File: src/hdl/lut_weighted_image_remap_assert.svh
// Assertion macros used by the remap engine back end.
`ifndef LUT_WEIGHTED_IMAGE_REMAP_ASSERT_SVH
`define LUT_WEIGHTED_IMAGE_REMAP_ASSERT_SVH

// Property that must hold at every clock edge outside reset.
`define LWR_ASSERT_HOLDS(lbl, prop, msg) \
  lbl: assert property (@(posedge clk_i) disable iff (!rst_ni) (prop)) \
    else $error(msg);

// Same-cycle implication.
`define LWR_ASSERT_IMPL(lbl, ante, cons, msg) \
  lbl: assert property (@(posedge clk_i) disable iff (!rst_ni) (ante) |-> (cons)) \
    else $error(msg);

`endif

File: src/hdl/lwr_pkg.sv
// Types, constants and defaults shared by the remap engine.
package lwr_pkg;

  // Fixed field widths
  localparam int PIX_W      = 8;
  localparam int IDX_W      = 17;
  localparam int WGT_W      = 16;
  localparam int POS_W      = 9;
  localparam int NUM_TAPS   = 4;
  localparam int TAP_W      = 2;
  localparam int IN_ROWS_W  = 9;
  localparam int DIM_W      = 10;
  localparam int CFG_DATA_W = 10;
  localparam int CFG_IDX_W  = 2;

  // Register reset values
  localparam logic [IN_ROWS_W-1:0] RST_IN_ROWS  = IN_ROWS_W'(240);
  localparam logic [DIM_W-1:0]     RST_IN_COLS  = DIM_W'(320);
  localparam logic [DIM_W-1:0]     RST_MAP_ROWS = DIM_W'(240);
  localparam logic [DIM_W-1:0]     RST_MAP_COLS = DIM_W'(320);

  // Parameter defaults
  localparam int DEF_MAX_IN_ROWS      = 256;
  localparam int DEF_MAX_IN_COLS      = 512;
  localparam int DEF_MAX_MAP_DIM      = 512;
  localparam int DEF_WEIGHT_FRAC_BITS = 15;

  // Queue depths (at least two)
  localparam int IN_Q_DEPTH  = 2;
  localparam int OUT_Q_DEPTH = 2;
  localparam int OUT_LVL_W   = $clog2(OUT_Q_DEPTH + 1);

  typedef enum logic [CFG_IDX_W-1:0] {
    REG_IN_ROWS  = 2'd0,
    REG_IN_COLS  = 2'd1,
    REG_MAP_ROWS = 2'd2,
    REG_MAP_COLS = 2'd3
  } cfg_reg_e;

  typedef enum logic {
    KIND_LOAD = 1'b0,
    KIND_MAP  = 1'b1
  } item_kind_e;

  typedef enum logic {
    BK_IDLE,
    BK_TAPS
  } back_state_e;

  typedef struct packed {
    logic [PIX_W-1:0] red;
    logic [PIX_W-1:0] green;
    logic [PIX_W-1:0] blue;
  } pixel_t;

  typedef struct packed {
    logic [NUM_TAPS-1:0][IDX_W-1:0] src_index;
    logic [NUM_TAPS-1:0][WGT_W-1:0] weight;
  } tap_set_t;

  typedef struct packed {
    tap_set_t         taps;
    logic [POS_W-1:0] out_row;
    logic [POS_W-1:0] out_col;
    logic             last;
  } map_item_t;

  typedef struct packed {
    logic [POS_W-1:0] out_row;
    logic [POS_W-1:0] out_col;
    logic [PIX_W-1:0] blue;
    logic [PIX_W-1:0] green;
    logic [PIX_W-1:0] red;
    logic             last;
  } result_t;

endpackage

File: src/hdl/lwr_queue.sv
// Small register FIFO used between the stages and on the result side.
module lwr_queue import lwr_pkg::*; #(
  parameter int WIDTH = 8,
  parameter int DEPTH = 2
) (
  input  logic                         clk_i,
  input  logic                         rst_ni,
  input  logic                         push_i,
  input  logic [WIDTH-1:0]             data_i,
  output logic                         full_o,
  input  logic                         pop_i,
  output logic [WIDTH-1:0]             data_o,
  output logic                         empty_o,
  output logic [$clog2(DEPTH+1)-1:0]   level_o
);

  localparam int PTR_W = $clog2(DEPTH);
  localparam int CNT_W = $clog2(DEPTH + 1);

  logic [WIDTH-1:0] slot_q [DEPTH];
  logic [PTR_W-1:0] wr_ptr_q, wr_ptr_d, rd_ptr_q, rd_ptr_d;
  logic [CNT_W-1:0] cnt_q, cnt_d;
  logic             do_push, do_pop;

  assign full_o  = (cnt_q == CNT_W'(DEPTH));
  assign empty_o = (cnt_q == '0);
  assign level_o = cnt_q;
  assign data_o  = slot_q[rd_ptr_q];
  assign do_push = push_i && !full_o;
  assign do_pop  = pop_i && !empty_o;

  // Pointer and count update
  always_comb begin
    wr_ptr_d = wr_ptr_q;
    rd_ptr_d = rd_ptr_q;
    cnt_d    = cnt_q;
    if (do_push) begin
      wr_ptr_d = (wr_ptr_q == PTR_W'(DEPTH - 1)) ? '0 : wr_ptr_q + PTR_W'(1);
    end
    if (do_pop) begin
      rd_ptr_d = (rd_ptr_q == PTR_W'(DEPTH - 1)) ? '0 : rd_ptr_q + PTR_W'(1);
    end
    if (do_push && !do_pop) begin
      cnt_d = cnt_q + CNT_W'(1);
    end else if (do_pop && !do_push) begin
      cnt_d = cnt_q - CNT_W'(1);
    end
  end

  always_ff @(posedge clk_i or negedge rst_ni) begin
    if (!rst_ni) begin
      wr_ptr_q <= '0;
      rd_ptr_q <= '0;
      cnt_q    <= '0;
    end else begin
      wr_ptr_q <= wr_ptr_d;
      rd_ptr_q <= rd_ptr_d;
      cnt_q    <= cnt_d;
    end
  end

  // Storage
  always_ff @(posedge clk_i) begin
    if (do_push) begin
      slot_q[wr_ptr_q] <= data_i;
    end
  end

endmodule

File: config.mk
export PLATFORM = sky130hd
export DESIGN_NAME = lwr_queue
export DESIGN_NICKNAME = d
export VERILOG_FILES = /design/src/hdl/lut_weighted_image_remap_assert.svh /design/src/hdl/lwr_pkg.sv /design/src/hdl/lwr_queue.sv
export SDC_FILE = /design/constraint.sdc
export NUM_CORES = 1
export LEC_CHECK = 0
export BUFFER_PORTS_ARGS = -buffer_cell sky130_fd_sc_hd__buf_2
export CORE_AREA = 4 4 48 50
export DETAILED_ROUTE_END_ITERATION = 8
export DIE_AREA = 0 0 52 54
export PLACE_DENSITY = 0.76
export SETUP_SLACK_MARGIN = 0.15
export SYNTH_ARGS = -nofsm -noshare
export SYNTH_HDL_FRONTEND = slang
export SYNTH_SLANG_ARGS = --single-unit
export TNS_END_PERCENT = 20
File: constraint.sdc
create_clock -name clk_i -period 1.4 [get_ports clk_i]
set_clock_uncertainty 0.15 [all_clocks]
set_input_delay 0.21 -clock clk_i [delete_from_list [all_inputs] [get_ports clk_i]]
set_output_delay 0.21 -clock clk_i [all_outputs]
set_load 0.1 [all_outputs]
==> flow_summary.json <==
{
  "setup_slack_ns": -0.323,
  "grt_pass1_wl_um": 2540,
  "synth_top_area_share": 0.614,
  "clkLatencyLatePin_ns": 0.29,
  "wl_um": 1590,
  "clkSinkCount": 20,
  "diodes": 0,
  "synthArstFlopShare": 0.200,
  "post_dp_cell_area_um2": 1100,
  "path_clk_slew_ns": 0.11,
  "synth_seq_cells": 20,
  "std_cell_rows": 16,
  "grt_use_met1": 0.139,
  "busiest_layer": "met2",
  "synthCells": 44,
  "rsz0062_at_grt": "true",
  "remaining_drc_errors": 0,
  "tightest_slew_ns": 0.203,
  "outcome": "finished with violations",
  "synth_area_leader_cell": "edfxtp_1",
  "worstPathArrival_ns": 1.36,
  "seq_area_frac_synth": 0.742,
  "io_pins": 24,
  "vias_per_cell": 4.31,
  "wl_per_cell_um": 13.5,
  "syn_nets": 57,
  "maxCapViolations": 0,
  "period_share": 1.23,
  "syn_avg_cell_area_um2": 17.8,
  "numPortBuffers": 23,
  "fmax_mhz": 580,
  "reg2regPathDepth": 7,
  "cts_buffer_depth": 2,
  "grtUsageMet2": 0.236,
  "yosysMostFrequentCell": "edfxtp_1",
  "dieWidth_um": 52,
  "ff_latch_area_um2": 589,
  "critPathMaxFanout": 3,
  "crit_path_end_kind": "primary output",
  "crit_cells": 3,
  "setup_viol": 21,
  "path_cells": "buf_4 -> mux2_2 -> buf_6",
  "drive_gt1_frac": 0.648,
  "fin_setup_tns_ns": -3.84,
  "slew_violations": 0,
  "hold_ws_ns": 0.0880,
  "layoutNonFillerInstCount": 118,
  "start_util": 0.411,
  "synth_enable_flop_cells": 16,
  "yosys-top-cells-count": "edfxtp_1, mux2_1, dfrtp_1",
  "synth_cell_type_count": 15,
  "fp.dieArea_um2": 2810,
  "required_ns": 1.04,
  "cts_made_buffers": 3,
  "drtAntennaViolNets": 0,
  "vias": 508,
  "antenna_found_initial": 0,
  "coreArea_um2": 1900,
  "place.detailed.hpwl_um": 956,
  "gr-usage-all-layers": 0.128,
  "violations": "setup timing",
  "hold_viol": 0,
  "hp-class": "in2async",
  "grt_pass1_vias": 569,
  "final_area_um2": 1360,
  "area_growth_pct": 73.8,
  "layout.nets": 105,
  "drt-initial-drc-count": 2,
  "critical_path_class": "reg2out",
  "drt_pass1_iterations": 4,
  "ys_top_cells_by_area": "edfxtp_1, dfrtp_1, mux2_1",
  "cts_tree": "done",
  "die_h_um": 54,
  "slew_headroom": 0.865,
  "gp_congestion": 0.730,
  "gr-total-overflow": 0,
  "met3_usage": 0.0332,
  "grt_start_max_net_pins": 12,
  "critPathSlowestCell": "dfrtp_2",
  "start_kind": "flip-flop",
  "multi_input_area_um2": 233,
  "period_needed_ns": 1.72,
  "worst-path-buf-inv": 2,
  "htreeDepth": 1,
  "yosys_warnings": 0,
  "placed_cells": 102,
  "cpPeakStageDelay_ns": 0.39,
  "synth_flop_cell": "edfxtp_1",
  "cts-root-buf": "clkbuf_4",
  "netlist_area_um2": 782,
  "crit_family": "flip-flops",
  "n_fill_cell": 130
}
==> cells in the final DEF (no fill, tap or decap) <==
master         count
nor2_2             1
dfrtp_4            2
buf_12            10
nor2_1             1
nand2_4            1
clkinvlp_4         1
dlygate4sd3_1      9
clkbuf_4           3
xnor2_1            2
edfxtp_1          16
nor2_4             1
mux2_2             8
clkinv_1           1
nand2b_4           1
buf_6              4
and3_4             1
buf_2             11
xnor2_2            1
ha_4               1
dfrtp_2            1
o21ai_2            1
dfrtp_1            1
inv_2              1
xor2_1             2
buf_4             10
==> worst reg2reg max path, stage by stage (launching register included) <==
cell	delay (ns)
dfrtp_4	0.50
nand2b_4	0.17
nand2_4	0.06
inv_2	0.04
ha_4	0.14
xor2_1	0.13
nor2_1	0.12
xor2_1	0.16
==> per-stage QoR <==
stage | util | setup WS (ns)
after floorplan | - | -0.350
final | 0.714 | -0.323
after global routing | 0.714 | -0.354
after global placement | 0.578 | -0.154
after detailed placement | 0.578 | -0.182
after CTS | 0.709 | -0.301
==> worst paths after layout <==
check / startpoint / slack, ns / to
max: rd_ptr_q / -0.32 / data_o[7]
min: rst_ni / 0.09 / level_o[0]
max reg2reg: level_o[0] / -0.15 / level_o[1]
min reg2reg: wr_ptr_q / 0.44 / wr_ptr_q
max in group asynchronous: rst_ni / 0.87 / level_o[1]
min in group clk_i: pop_i / 0.14 / rd_ptr_q
==> logic make-up (layout without fill, tap and decap cells) <==
group	count (synthesis)	count (layout)	share of synthesized area
fa+ha+maj	1	1	0.0160
xor+xnor	5	5	0.0656
buf+inv	3	50	0.0160
mux	8	8	0.115
flops	20	20	0.742
simple gates	6	6	0.0384
compound gates	1	1	0.00639
==> cell type report <==
class / count / share of cell area
clock buffer: 3 / 0.0166
clock inverter: 1 / 0.00276
inverter: 2 / 0.00829
multi-input combinational: 21 / 0.171
sequential: 20 / 0.434
tap: 27 / 0.0249
timing repair buffer: 44 / 0.343
==> state kept, by name, summed over array words and instances, names as in the netlist <==
signal / count
level_o: 2
slot_q: 16
wr_ptr_q: 1
rd_ptr_q: 1
==> repair_timing <==
item,in CTS,in global routing
hold buffers,9,0
setup endpoints to repair,31,31
hold endpoints to repair,20,0
resized for setup,38,3
buffers inserted,3,0
==> per-layer routing <==
| layer | wire length [um] | vias to the layer above |
|---|---|---|
| met5 | 0 | - |
| met4 | 6 | 0 |
| met3 | 96 | 2 |
| met2 | 895 | 15 |
| met1 | 590 | 240 |
| li1 | - | 251 |
Power is not shown: default switching activity piles up to over one toggle a cycle in this logic, so the estimate is an artifact.
