`config.mk`:
```
export PLATFORM = sky130hd
export DESIGN_NAME = lwr_front
export DESIGN_NICKNAME = d
export VERILOG_FILES = /design/src/hdl/lut_weighted_image_remap_assert.svh /design/src/hdl/lwr_pkg.sv /design/src/hdl/lwr_front.sv
export SDC_FILE = /design/constraint.sdc
export NUM_CORES = 1
export LEC_CHECK = 0
export ABC_AREA = 1
export CAP_MARGIN = 20
export CORE_MARGIN = 10
export CORE_UTILIZATION = 59
export DETAILED_ROUTE_END_ITERATION = 10
export DONT_BUFFER_PORTS = 1
export HOLD_SLACK_MARGIN = 0.03
export PLACE_DENSITY = 0.75
export SYNTH_ARGS = -nofsm -noshare
export SYNTH_HDL_FRONTEND = slang
export SYNTH_SLANG_ARGS = --single-unit
```
`constraint.sdc`:
```
create_clock -name clk_i -period 9.7 [get_ports clk_i]
set_input_delay 1.94 -clock clk_i [delete_from_list [all_inputs] [get_ports clk_i]]
set_output_delay 1.94 -clock clk_i [all_outputs]
set_load 0.02 [all_outputs]
```
`src/hdl/lut_weighted_image_remap_assert.svh`:
```
// Assertion macros used by the remap engine back end.
`ifndef LUT_WEIGHTED_IMAGE_REMAP_ASSERT_SVH
`define LUT_WEIGHTED_IMAGE_REMAP_ASSERT_SVH

// Property that must hold at every clock edge outside reset.
`define LWR_ASSERT_HOLDS(lbl, prop, msg) \
  lbl: assert property (@(posedge clk_i) disable iff (!rst_ni) (prop)) \
    else $error(msg);

// Same-cycle implication.
`define LWR_ASSERT_IMPL(lbl, ante, cons, msg) \
  lbl: assert property (@(posedge clk_i) disable iff (!rst_ni) (ante) |-> (cons)) \
    else $error(msg);

`endif

```
`src/hdl/lwr_pkg.sv`:
```
// Types, constants and defaults shared by the remap engine.
package lwr_pkg;

  // Fixed field widths
  localparam int PIX_W      = 8;
  localparam int IDX_W      = 17;
  localparam int WGT_W      = 16;
  localparam int POS_W      = 9;
  localparam int NUM_TAPS   = 4;
  localparam int TAP_W      = 2;
  localparam int IN_ROWS_W  = 9;
  localparam int DIM_W      = 10;
  localparam int CFG_DATA_W = 10;
  localparam int CFG_IDX_W  = 2;

  // Register reset values
  localparam logic [IN_ROWS_W-1:0] RST_IN_ROWS  = IN_ROWS_W'(240);
  localparam logic [DIM_W-1:0]     RST_IN_COLS  = DIM_W'(320);
  localparam logic [DIM_W-1:0]     RST_MAP_ROWS = DIM_W'(240);
  localparam logic [DIM_W-1:0]     RST_MAP_COLS = DIM_W'(320);

  // Parameter defaults
  localparam int DEF_MAX_IN_ROWS      = 256;
  localparam int DEF_MAX_IN_COLS      = 512;
  localparam int DEF_MAX_MAP_DIM      = 512;
  localparam int DEF_WEIGHT_FRAC_BITS = 15;

  // Queue depths (at least two)
  localparam int IN_Q_DEPTH  = 2;
  localparam int OUT_Q_DEPTH = 2;
  localparam int OUT_LVL_W   = $clog2(OUT_Q_DEPTH + 1);

  typedef enum logic [CFG_IDX_W-1:0] {
    REG_IN_ROWS  = 2'd0,
    REG_IN_COLS  = 2'd1,
    REG_MAP_ROWS = 2'd2,
    REG_MAP_COLS = 2'd3
  } cfg_reg_e;

  typedef enum logic {
    KIND_LOAD = 1'b0,
    KIND_MAP  = 1'b1
  } item_kind_e;

  typedef enum logic {
    BK_IDLE,
    BK_TAPS
  } back_state_e;

  typedef struct packed {
    logic [PIX_W-1:0] red;
    logic [PIX_W-1:0] green;
    logic [PIX_W-1:0] blue;
  } pixel_t;

  typedef struct packed {
    logic [NUM_TAPS-1:0][IDX_W-1:0] src_index;
    logic [NUM_TAPS-1:0][WGT_W-1:0] weight;
  } tap_set_t;

  typedef struct packed {
    tap_set_t         taps;
    logic [POS_W-1:0] out_row;
    logic [POS_W-1:0] out_col;
    logic             last;
  } map_item_t;

  typedef struct packed {
    logic [POS_W-1:0] out_row;
    logic [POS_W-1:0] out_col;
    logic [PIX_W-1:0] blue;
    logic [PIX_W-1:0] green;
    logic [PIX_W-1:0] red;
    logic             last;
  } result_t;

endpackage

```
`src/hdl/lwr_front.sv`:
```
// Front end: config registers, load and table position counters, item classification.
module lwr_front import lwr_pkg::*; #(
  parameter int MAX_IN_ROWS = DEF_MAX_IN_ROWS,
  parameter int MAX_IN_COLS = DEF_MAX_IN_COLS,
  parameter int MAX_MAP_DIM = DEF_MAX_MAP_DIM
) (
  input  logic                  clk_i,
  input  logic                  rst_ni,
  // configuration
  input  logic                  cfg_we_i,
  input  logic [CFG_IDX_W-1:0]  cfg_idx_i,
  input  logic [CFG_DATA_W-1:0] cfg_data_i,
  // incoming items
  input  logic                  push_i,
  input  item_kind_e            kind_i,
  input  pixel_t                pixel_i,
  input  tap_set_t              taps_i,
  // toward the command queue
  input  logic                  full_i,
  output logic                  q_push_o,
  output item_kind_e            q_kind_o,
  output logic [$clog2(MAX_IN_ROWS*MAX_IN_COLS)-1:0] q_addr_o,
  output pixel_t                q_pixel_o,
  output map_item_t             q_map_o
);

  localparam int ADDR_W = $clog2(MAX_IN_ROWS * MAX_IN_COLS);
  localparam int LR_W   = $clog2(MAX_IN_ROWS);
  localparam int LC_W   = $clog2(MAX_IN_COLS);
  localparam int MD_W   = $clog2(MAX_MAP_DIM);
  localparam int RD_W   = $clog2(MAX_IN_ROWS + 1);
  localparam int CD_W   = $clog2(MAX_IN_COLS + 1);
  localparam int TD_W   = $clog2(MAX_MAP_DIM + 1);
  localparam int PROD_W = LC_W + RD_W;

  function automatic logic [31:0] clamp_dim(input logic [31:0] v, input logic [31:0] hi);
    if (v == 32'd0) begin
      return 32'd1;
    end
    if (v > hi) begin
      return hi;
    end
    return v;
  endfunction

  logic [IN_ROWS_W-1:0] in_rows_q;
  logic [DIM_W-1:0]     in_cols_q, map_rows_q, map_cols_q;
  logic [LR_W-1:0]      load_row_q, load_row_d, lr;
  logic [LC_W-1:0]      load_col_q, load_col_d, lc;
  logic [MD_W-1:0]      map_row_q, map_row_d, mr;
  logic [MD_W-1:0]      map_col_q, map_col_d, mc;
  logic [RD_W-1:0]      src_rows;
  logic [CD_W-1:0]      src_cols;
  logic [TD_W-1:0]      tbl_rows, tbl_cols;
  logic [PROD_W-1:0]    addr_full;
  logic [31:0]          lc_inc, lr_inc, mc_inc, mr_inc;
  logic                 accept;

  assign accept = push_i && !full_i;

  // Clamped dimensions
  assign src_rows = RD_W'(clamp_dim(32'(in_rows_q), 32'(MAX_IN_ROWS)));
  assign src_cols = CD_W'(clamp_dim(32'(in_cols_q), 32'(MAX_IN_COLS)));
  assign tbl_rows = TD_W'(clamp_dim(32'(map_rows_q), 32'(MAX_MAP_DIM)));
  assign tbl_cols = TD_W'(clamp_dim(32'(map_cols_q), 32'(MAX_MAP_DIM)));

  // Counters at or past their bound count as zero
  assign lr = (32'(load_row_q) >= 32'(src_rows)) ? '0 : load_row_q;
  assign lc = (32'(load_col_q) >= 32'(src_cols)) ? '0 : load_col_q;
  assign mr = (32'(map_row_q) >= 32'(tbl_rows)) ? '0 : map_row_q;
  assign mc = (32'(map_col_q) >= 32'(tbl_cols)) ? '0 : map_col_q;

  // Column-major store address of the current load
  assign addr_full = PROD_W'(lc) * PROD_W'(src_rows) + PROD_W'(lr);

  assign q_push_o  = accept;
  assign q_kind_o  = kind_i;
  assign q_addr_o  = ADDR_W'(addr_full);
  assign q_pixel_o = pixel_i;

  // Table entry: transposed, flipped output position and end-of-table flag
  always_comb begin
    q_map_o.taps    = taps_i;
    q_map_o.out_row = POS_W'(32'(tbl_cols) - 32'd1 - 32'(mc));
    q_map_o.out_col = POS_W'(mr);
    q_map_o.last    = (32'(mr) == 32'(tbl_rows) - 32'd1) &&
                      (32'(mc) == 32'(tbl_cols) - 32'd1);
  end

  // Position counter advance
  always_comb begin
    load_row_d = load_row_q;
    load_col_d = load_col_q;
    map_row_d  = map_row_q;
    map_col_d  = map_col_q;
    lc_inc     = 32'(lc) + 32'd1;
    lr_inc     = 32'(lr) + 32'd1;
    mc_inc     = 32'(mc) + 32'd1;
    mr_inc     = 32'(mr) + 32'd1;
    if (accept && (kind_i == KIND_LOAD)) begin
      if (lc_inc >= 32'(src_cols)) begin
        load_col_d = '0;
        load_row_d = (lr_inc >= 32'(src_rows)) ? '0 : LR_W'(lr_inc);
      end else begin
        load_col_d = LC_W'(lc_inc);
        load_row_d = lr;
      end
    end
    if (accept && (kind_i == KIND_MAP)) begin
      if (mc_inc >= 32'(tbl_cols)) begin
        map_col_d = '0;
        map_row_d = (mr_inc >= 32'(tbl_rows)) ? '0 : MD_W'(mr_inc);
      end else begin
        map_col_d = MD_W'(mc_inc);
        map_row_d = mr;
      end
    end
  end

  always_ff @(posedge clk_i or negedge rst_ni) begin
    if (!rst_ni) begin
      load_row_q <= '0;
      load_col_q <= '0;
      map_row_q  <= '0;
      map_col_q  <= '0;
    end else begin
      load_row_q <= load_row_d;
      load_col_q <= load_col_d;
      map_row_q  <= map_row_d;
      map_col_q  <= map_col_d;
    end
  end

  // Configuration registers
  always_ff @(posedge clk_i or negedge rst_ni) begin
    if (!rst_ni) begin
      in_rows_q  <= RST_IN_ROWS;
      in_cols_q  <= RST_IN_COLS;
      map_rows_q <= RST_MAP_ROWS;
      map_cols_q <= RST_MAP_COLS;
    end else if (cfg_we_i) begin
      case (cfg_reg_e'(cfg_idx_i))
        REG_IN_ROWS:  in_rows_q  <= cfg_data_i[IN_ROWS_W-1:0];
        REG_IN_COLS:  in_cols_q  <= cfg_data_i[DIM_W-1:0];
        REG_MAP_ROWS: map_rows_q <= cfg_data_i[DIM_W-1:0];
        REG_MAP_COLS: map_cols_q <= cfg_data_i[DIM_W-1:0];
        default: ;
      endcase
    end
  end

endmodule

```
==> results.json, run 1 <==
{
  "maxCapViolCount": 0,
  "power.total_mw": 2.84,
  "ys_seq_area_share_pct": 17.5,
  "synth_compound_area_share_pct": 10.4,
  "final_cell_area_um2": 10000,
  "cts_buffer_depth": 2,
  "p_sw_mw": 1.58,
  "syn_to_final_growth_pct": -5.98,
  "cp-start-kind": "flip-flop",
  "synth_cell_types": 50,
  "wl_per_cell_um": 17.7,
  "grt.total_usage_pct": 22.7,
  "cp_data_arrival_time_ns": 7.10,
  "synth_top_family_by_area": "adder cells",
  "wl_met3_mm": 2.26,
  "cts_buffers": 9,
  "synth_area_um2": 10600,
  "power_density_nw_per_um2": 284,
  "p_seq_share_pct": 16.8,
  "rr_startpoint": "in_cols_q[7]$_DFFE_PN0P_",
  "port_buffers": 0,
  "clkSlewWorstSetupHoldPaths_ns": 0.05,
  "crit_fanout": 8,
  "vias_per_cell": 5.68,
  "ant_nets": 0,
  "dr.pass1.iters": 5,
  "ir_worst_vdd_uv": 257,
  "drt_first_iter_violations": 632,
  "cp_top_family": "adder cells",
  "outcome": "completed",
  "wl_met2_mm": 12.6,
  "grt_pass1_wl_mm": 44.8,
  "start_util_pct": 59.7,
  "grt_max_degree": 75,
  "synthSimpleGateAreaFrac_pct": 22.7,
  "slowest_delay_ns": 0.52,
  "clockRootBuffer": "clkbuf_16",
  "synth_nets": 1826,
  "cts_tree": "yes",
  "maxUsedRoutingLayer": "met4",
  "crit_required_ns": 7.76,
  "critPathKind": "flip-flop to primary output",
  "syn_avg_cell_area_um2": 7.29,
  "tns_ns": 0,
  "combPwrFrac_pct": 71.3,
  "hold_path_class": "flip-flop to flip-flop",
  "cpMaxStageDelayCell": "fa_1",
  "place_area_um2": 9710,
  "n_antenna_cell": 0,
  "vias": 8721,
  "io_pins": 368,
  "first_global_vias": 8469,
  "synth.top_cell.area_share_pct": 16.2,
  "final_nets": 1668,
  "drive_above_1_share_pct": 5.36,
  "synth_area_leaders": "ha_1 16%, dfrtp_1 15%, buf_4 11%, nand2_1 10%, fa_1 10%",
  "die_h_um": 154,
  "antenna_found_initial": 0,
  "drt_wl_total_mm": 27.3,
  "setup_violations": 0,
  "rows": 49,
  "synthAdderAreaFrac_pct": 26.4,
  "ys.flop_type": "dfrtp_1",
  "async_flop_share_pct": 100,
  "drc_errors": 0,
  "grt-ovfl-total": 0,
  "die_w_um": 154,
  "cts.sink_count": 74,
  "core_um2": 17800,
  "slew_violations": 0,
  "syn_inst": 1460,
  "worstSetupStartpoint": "in_cols_q[7]$_DFFE_PN0P_",
  "crit_buf_inv": 5,
  "ys_warn_count": 0,
  "worstMarginPinSlew_ns": 0.835,
  "internal_power_mw": 1.26,
  "post-route-period-util_pct": 93.2,
  "synth_edf_count": 0,
  "power.leakage_nw": 5.43,
  "htreeDepth": 3,
  "clock_latency_ns": 0.34,
  "p_clk_share_pct": 11.8,
  "period_needed_ns": 9.04,
  "hp-start": "in_rows_q[7]$_DFFE_PN1P_",
  "switching_share_pct": 55.7,
  "skew_ns": 0.0106,
  "rsz0062_at_grt": "no",
  "slew_headroom_pct": 43.8,
  "dpl.hpwl_mm": 22.3,
  "gp_congestion": 0.948,
  "synth-xor-area-share_pct": 3.62,
  "timing.fmax_mhz": 111,
  "crit_path_end_kind": "primary output",
  "die-area_um2": 23800,
  "path_common_cell": "nand2_1",
  "synth_seq_cells": 74,
  "synth_top_cell_by_area": "ha_1",
  "routedLengthMet1_mm": 11.4,
  "hold_viol_final": 0,
  "synth_mux_area_share_pct": 0
}
stage by stage:
stage	hold slack, ns	instances	setup slack (ns)	util (%)
final	0.499	1536	0.662	56.1
after global routing	0.533	1536	0.132	56.1
after CTS	0.504	1536	0.492	56.1
after detailed placement	0.495	1520	0.862	54.4
after global placement	0.487	1520	0.978	54.4
after floorplan	0.470	1460	1.47	-
cells in the mapped netlist, types with 4 or more instances:
cell,instances
dfstp_2,12
o21a_1,5
nand4_1,21
nor3_1,5
ha_1,138
o22ai_1,10
fa_1,54
nor2_4,4
clkbuf_1,11
nor2_1,147
a22oi_1,11
inv_1,213
nor4_1,6
and2_1,4
nand2_1,297
dfrtp_1,62
o211ai_1,4
xor2_1,26
a21oi_1,58
o21ai_0,73
inv_2,9
buf_4,157
nor2_2,10
nand2_2,7
nand3_1,61
xnor2_1,18
what timing repair did:
item                       4_1_cts  5_1_grt
setup buffers                    0        0
hold buffers                     0        0
setup endpoints to repair        0        2
resized for setup                0        2
worst min-delay path, cell delays in order, from the launching register on:
cell     delay (ns)
dfstp_2        0.37
nand2_1        0.05
o21ai_0        0.07
final timing paths:
check	to	slack (ns)	cells past startpoint
max in group asynchronous	in_rows_q[5]$_DFFE_PN1P_	8.17	0
max	q_addr_o[12]	0.66	29
min reg2reg	in_rows_q[7]$_DFFE_PN1P_	0.50	2
min	in_rows_q[7]$_DFFE_PN1P_	0.50	2
min in group asynchronous	map_row_q[2]$_DFFE_PN0P_	1.29	0
max reg2reg	load_col_q[3]$_DFFE_PN0P_	3.87	27
placed cells by master (no fill, tap or decap), types with 12 or more instances in the layout:
cell type | netlist | layout
xnor2_1 | 18 | 18
o21ai_0 | 73 | 72
fa_1 | 54 | 54
a21oi_1 | 58 | 58
dfrtp_1 | 62 | 62
nor2_1 | 147 | 146
inv_1 | 213 | 213
nand2_1 | 297 | 297
ha_1 | 138 | 138
dfstp_2 | 12 | 12
nand4_1 | 21 | 21
xor2_1 | 26 | 26
nand3_1 | 61 | 61
power by group through the flow:
stage | combinational [mW] | sequential (mW) | clock, mW
after floorplan | 1.70 | 0.451 | 0
after global placement | 1.97 | 0.478 | 0
after detailed placement | 2.01 | 0.480 | 0
after CTS | 2.03 | 0.476 | 0.343
after global routing | 2.32 | 0.488 | 0.358
final | 2.03 | 0.479 | 0.337
cell type report:
class	count	area [um^2]
Fill cell	1686	7830
Multi-Input combinational cell	995	6730
Sequential cell	74	1870
Inverter	222	833
Tap cell	229	287
Clock inverter	2	35.0
Clock buffer	14	264
cell families after synthesis:
group                      count (synthesis)
and+or+nand+nor                          570
buffers and inverters                    391
adders and majority gates                192
AOI/OAI and AO/OA                        189
DFF                                       74
xor gates and xnor gates                  44
registers in the layout, indices dropped and copies added, names as in the netlist:
register	flops
map_row_q	9
in_rows_q	9
map_cols_q	10
map_col_q	9
in_cols_q	10
load_col_q	9
map_rows_q	10
load_row_q	8
layer usage:
metal / vias up / track usage (%)
li1: 4216 / -
met2: 386 / 35.9
met4: 0 / 9.40
met5: - / 0
met3: 113 / 4.60
met1: 4006 / 29.5
No activity file was read; power rests on OpenSTA's default activity.
==> run 2, diff against run 1 <==
--- a/config.mk
+++ b/config.mk
@@ -7,12 +7,12 @@
 export LEC_CHECK = 0
 export ABC_AREA = 1
 export CAP_MARGIN = 20
-export CORE_MARGIN = 10
-export CORE_UTILIZATION = 59
+export CORE_AREA = 2 2 142 144
 export DETAILED_ROUTE_END_ITERATION = 10
+export DIE_AREA = 0 0 144 146
 export DONT_BUFFER_PORTS = 1
 export HOLD_SLACK_MARGIN = 0.03
-export PLACE_DENSITY = 0.75
+export PLACE_DENSITY = 0.7
 export SYNTH_ARGS = -nofsm -noshare
 export SYNTH_HDL_FRONTEND = slang
 export SYNTH_SLANG_ARGS = --single-unit
==> results.json, run 2 (synthesis gave the netlist of run 1 again) <==
{
  "outcome": "completed",
  "largestRegisters": "in_cols_q: 10 flops, map_cols_q: 10 flops, map_rows_q: 10 flops",
  "slowest_delay_ns": 0.55,
  "crit_fanout": 8,
  "grt_max_degree": 75,
  "wl_per_cell_um": 17.8,
  "n_antenna_cell": 0,
  "drt_wl_total_mm": 28.0,
  "rr_startpoint": "in_cols_q[7]$_DFFE_PN0P_",
  "die-area_um2": 21000,
  "power_density_nw_per_um2": 283,
  "start_util_pct": 55.1,
  "hold_viol_final": 0,
  "worst_slack_ns": 0.617,
  "power.leakage_nw": 5.44,
  "htreeDepth": 3,
  "crit_path_end_kind": "primary output",
  "layout_commonest_cell": "nand2_1",
  "worstMarginPinSlew_ns": 0.852,
  "endpoint": "q_addr_o[15]",
  "port_buffers": 0,
  "critPathKind": "flip-flop to primary output",
  "die_h_um": 146,
  "cts_tree": "yes",
  "r2r_cells": 27,
  "drive_above_1_share_pct": 5.43,
  "die_w_um": 144,
  "cp_data_arrival_time_ns": 7.14,
  "slew_headroom_pct": 42.6,
  "period_needed_ns": 9.08,
  "drt_first_iter_violations": 632,
  "pre_cts_ws_ns": 0.873,
  "r2r_slack_ns": 3.72,
  "worstSetupStartpoint": "in_cols_q[7]$_DFFE_PN0P_",
  "antenna_found_initial": 0,
  "hold_path_class": "flip-flop to flip-flop",
  "cts.sink_count": 74,
  "clock_latency_ns": 0.35,
  "grt_pass1_wl_mm": 44.2,
  "maxCapViolCount": 0,
  "vias_per_cell": 5.55,
  "first_global_vias": 8292,
  "final_nets": 1668,
  "dpl.hpwl_mm": 23.1,
  "io_pins": 368,
  "tns_ns": 0,
  "rows": 51,
  "drc_errors": 0,
  "cts_buffer_depth": 2,
  "mostFrequentLayoutCells": "297 x nand2_1, 213 x inv_1, 147 x nor2_1, 138 x ha_1, 72 x o21ai_0",
  "core_um2": 19300,
  "path_common_cell": "nand2_1",
  "crit_required_ns": 7.76,
  "gp_congestion": 0.915,
  "setup_violations": 0,
  "cpMaxStageDelayCell": "fa_1",
  "grt-ovfl-total": 0,
  "rsz0062_at_grt": "no",
  "cp-start-kind": "flip-flop",
  "clockRootBuffer": "clkbuf_16",
  "slew_violations": 0,
  "syn_to_final_growth_pct": -5.38,
  "grt.total_usage_pct": 27.0,
  "vias": 8717,
  "skew_ns": 0.00988,
  "ant_nets": 0,
  "r2r_end": "load_col_q[4]$_DFFE_PN0P_",
  "clkSlewWorstSetupHoldPaths_ns": 0.06,
  "post-route-period-util_pct": 93.6,
  "dr.pass1.iters": 7,
  "cts-hold-fix-buffers": 0,
  "ir_worst_vdd_uv": 149,
  "cts_buffers": 9,
  "timing.fmax_mhz": 110
}
## run 2: cell types whose count changed in the layout (fill, tap and decap cells not counted), sizes merged
cell | previous run | this run
clkbuf | 14 | 11
bufinv | 1 | 2
clkinvlp | 0 | 1
clkinv | 1 | 2
## run 2: power by group
group	leakage (nW)	switching (mW)	total [mW]	internal [mW]
sequential	0.915	0.0832	0.477	0.394
clock	0.156	0.135	0.367	0.231
combinational	4.37	1.36	2.00	0.648
## run 2: per-stage QoR
step / hold slack [ns] / total power, mW / util, % / instances / cell area (um^2)
floorplan: 0.470 / 2.15 / - / 1460 / 10600
CTS: 0.493 / 2.85 / 52.1 / 1572 / 10100
global route: 0.533 / 3.16 / 52.1 / 1572 / 10100
detailed placement: 0.484 / 2.46 / 50.5 / 1556 / 9760
finish: 0.492 / 2.85 / 52.1 / 1572 / 10100
global placement: 0.481 / 2.44 / 50.5 / 1556 / 9760
## run 2: layer usage
layer	vias up	share of wire [%]	routed length (um)	GRT usage, %
met3	105	8.2	2290	6.02
li1	4217	-	-	-
met4	2	3.3	920	9.31
met5	-	0.20	56	1.91
met2	370	46	12800	42.6
met1	4023	43	11900	36.2
## run 2: worst min-delay path by stage
stage | startpoint | slack (ns) | cells past startpoint | endpoint
after floorplan | in_rows_q[0]$_DFFE_PN0P_ | 0.47 | 2 | in_rows_q[0]$_DFFE_PN0P_
after global placement | map_cols_q[8]$_DFFE_PN1P_ | 0.48 | 2 | map_cols_q[8]$_DFFE_PN1P_
after detailed placement | map_cols_q[8]$_DFFE_PN1P_ | 0.48 | 2 | map_cols_q[8]$_DFFE_PN1P_
after CTS | map_cols_q[8]$_DFFE_PN1P_ | 0.49 | 2 | map_cols_q[8]$_DFFE_PN1P_
after global routing | map_rows_q[6]$_DFFE_PN1P_ | 0.53 | 2 | map_rows_q[6]$_DFFE_PN1P_
final | map_cols_q[8]$_DFFE_PN1P_ | 0.49 | 2 | map_cols_q[8]$_DFFE_PN1P_
## run 2: cell type report
class	count	area (um^2)
flip-flops and latches	74	1870
multi-input cells	995	6720
clock buffers	11	243
well taps	265	332
fillers	1925	9260
inverters	222	833
clock inverters	5	77.6
## run 2: worst max-delay path: cells and delay by family (launching register included)
| kind | cells | cell delay, ns |
|---|---|---|
| flops | 1 | 0.40 |
| xor+xnor | 1 | 0.38 |
| buf+inv | 5 | 0.24 |
| simple gates | 12 | 1.92 |
| fa+ha+maj | 7 | 3.23 |
| compound gates | 4 | 0.62 |
## run 2: what timing repair did
item	in CTS	in global routing
gates resized for setup	0	1
buffers inserted	0	0
endpoints found under the hold margin	0	0
endpoints found under the setup margin	0	1
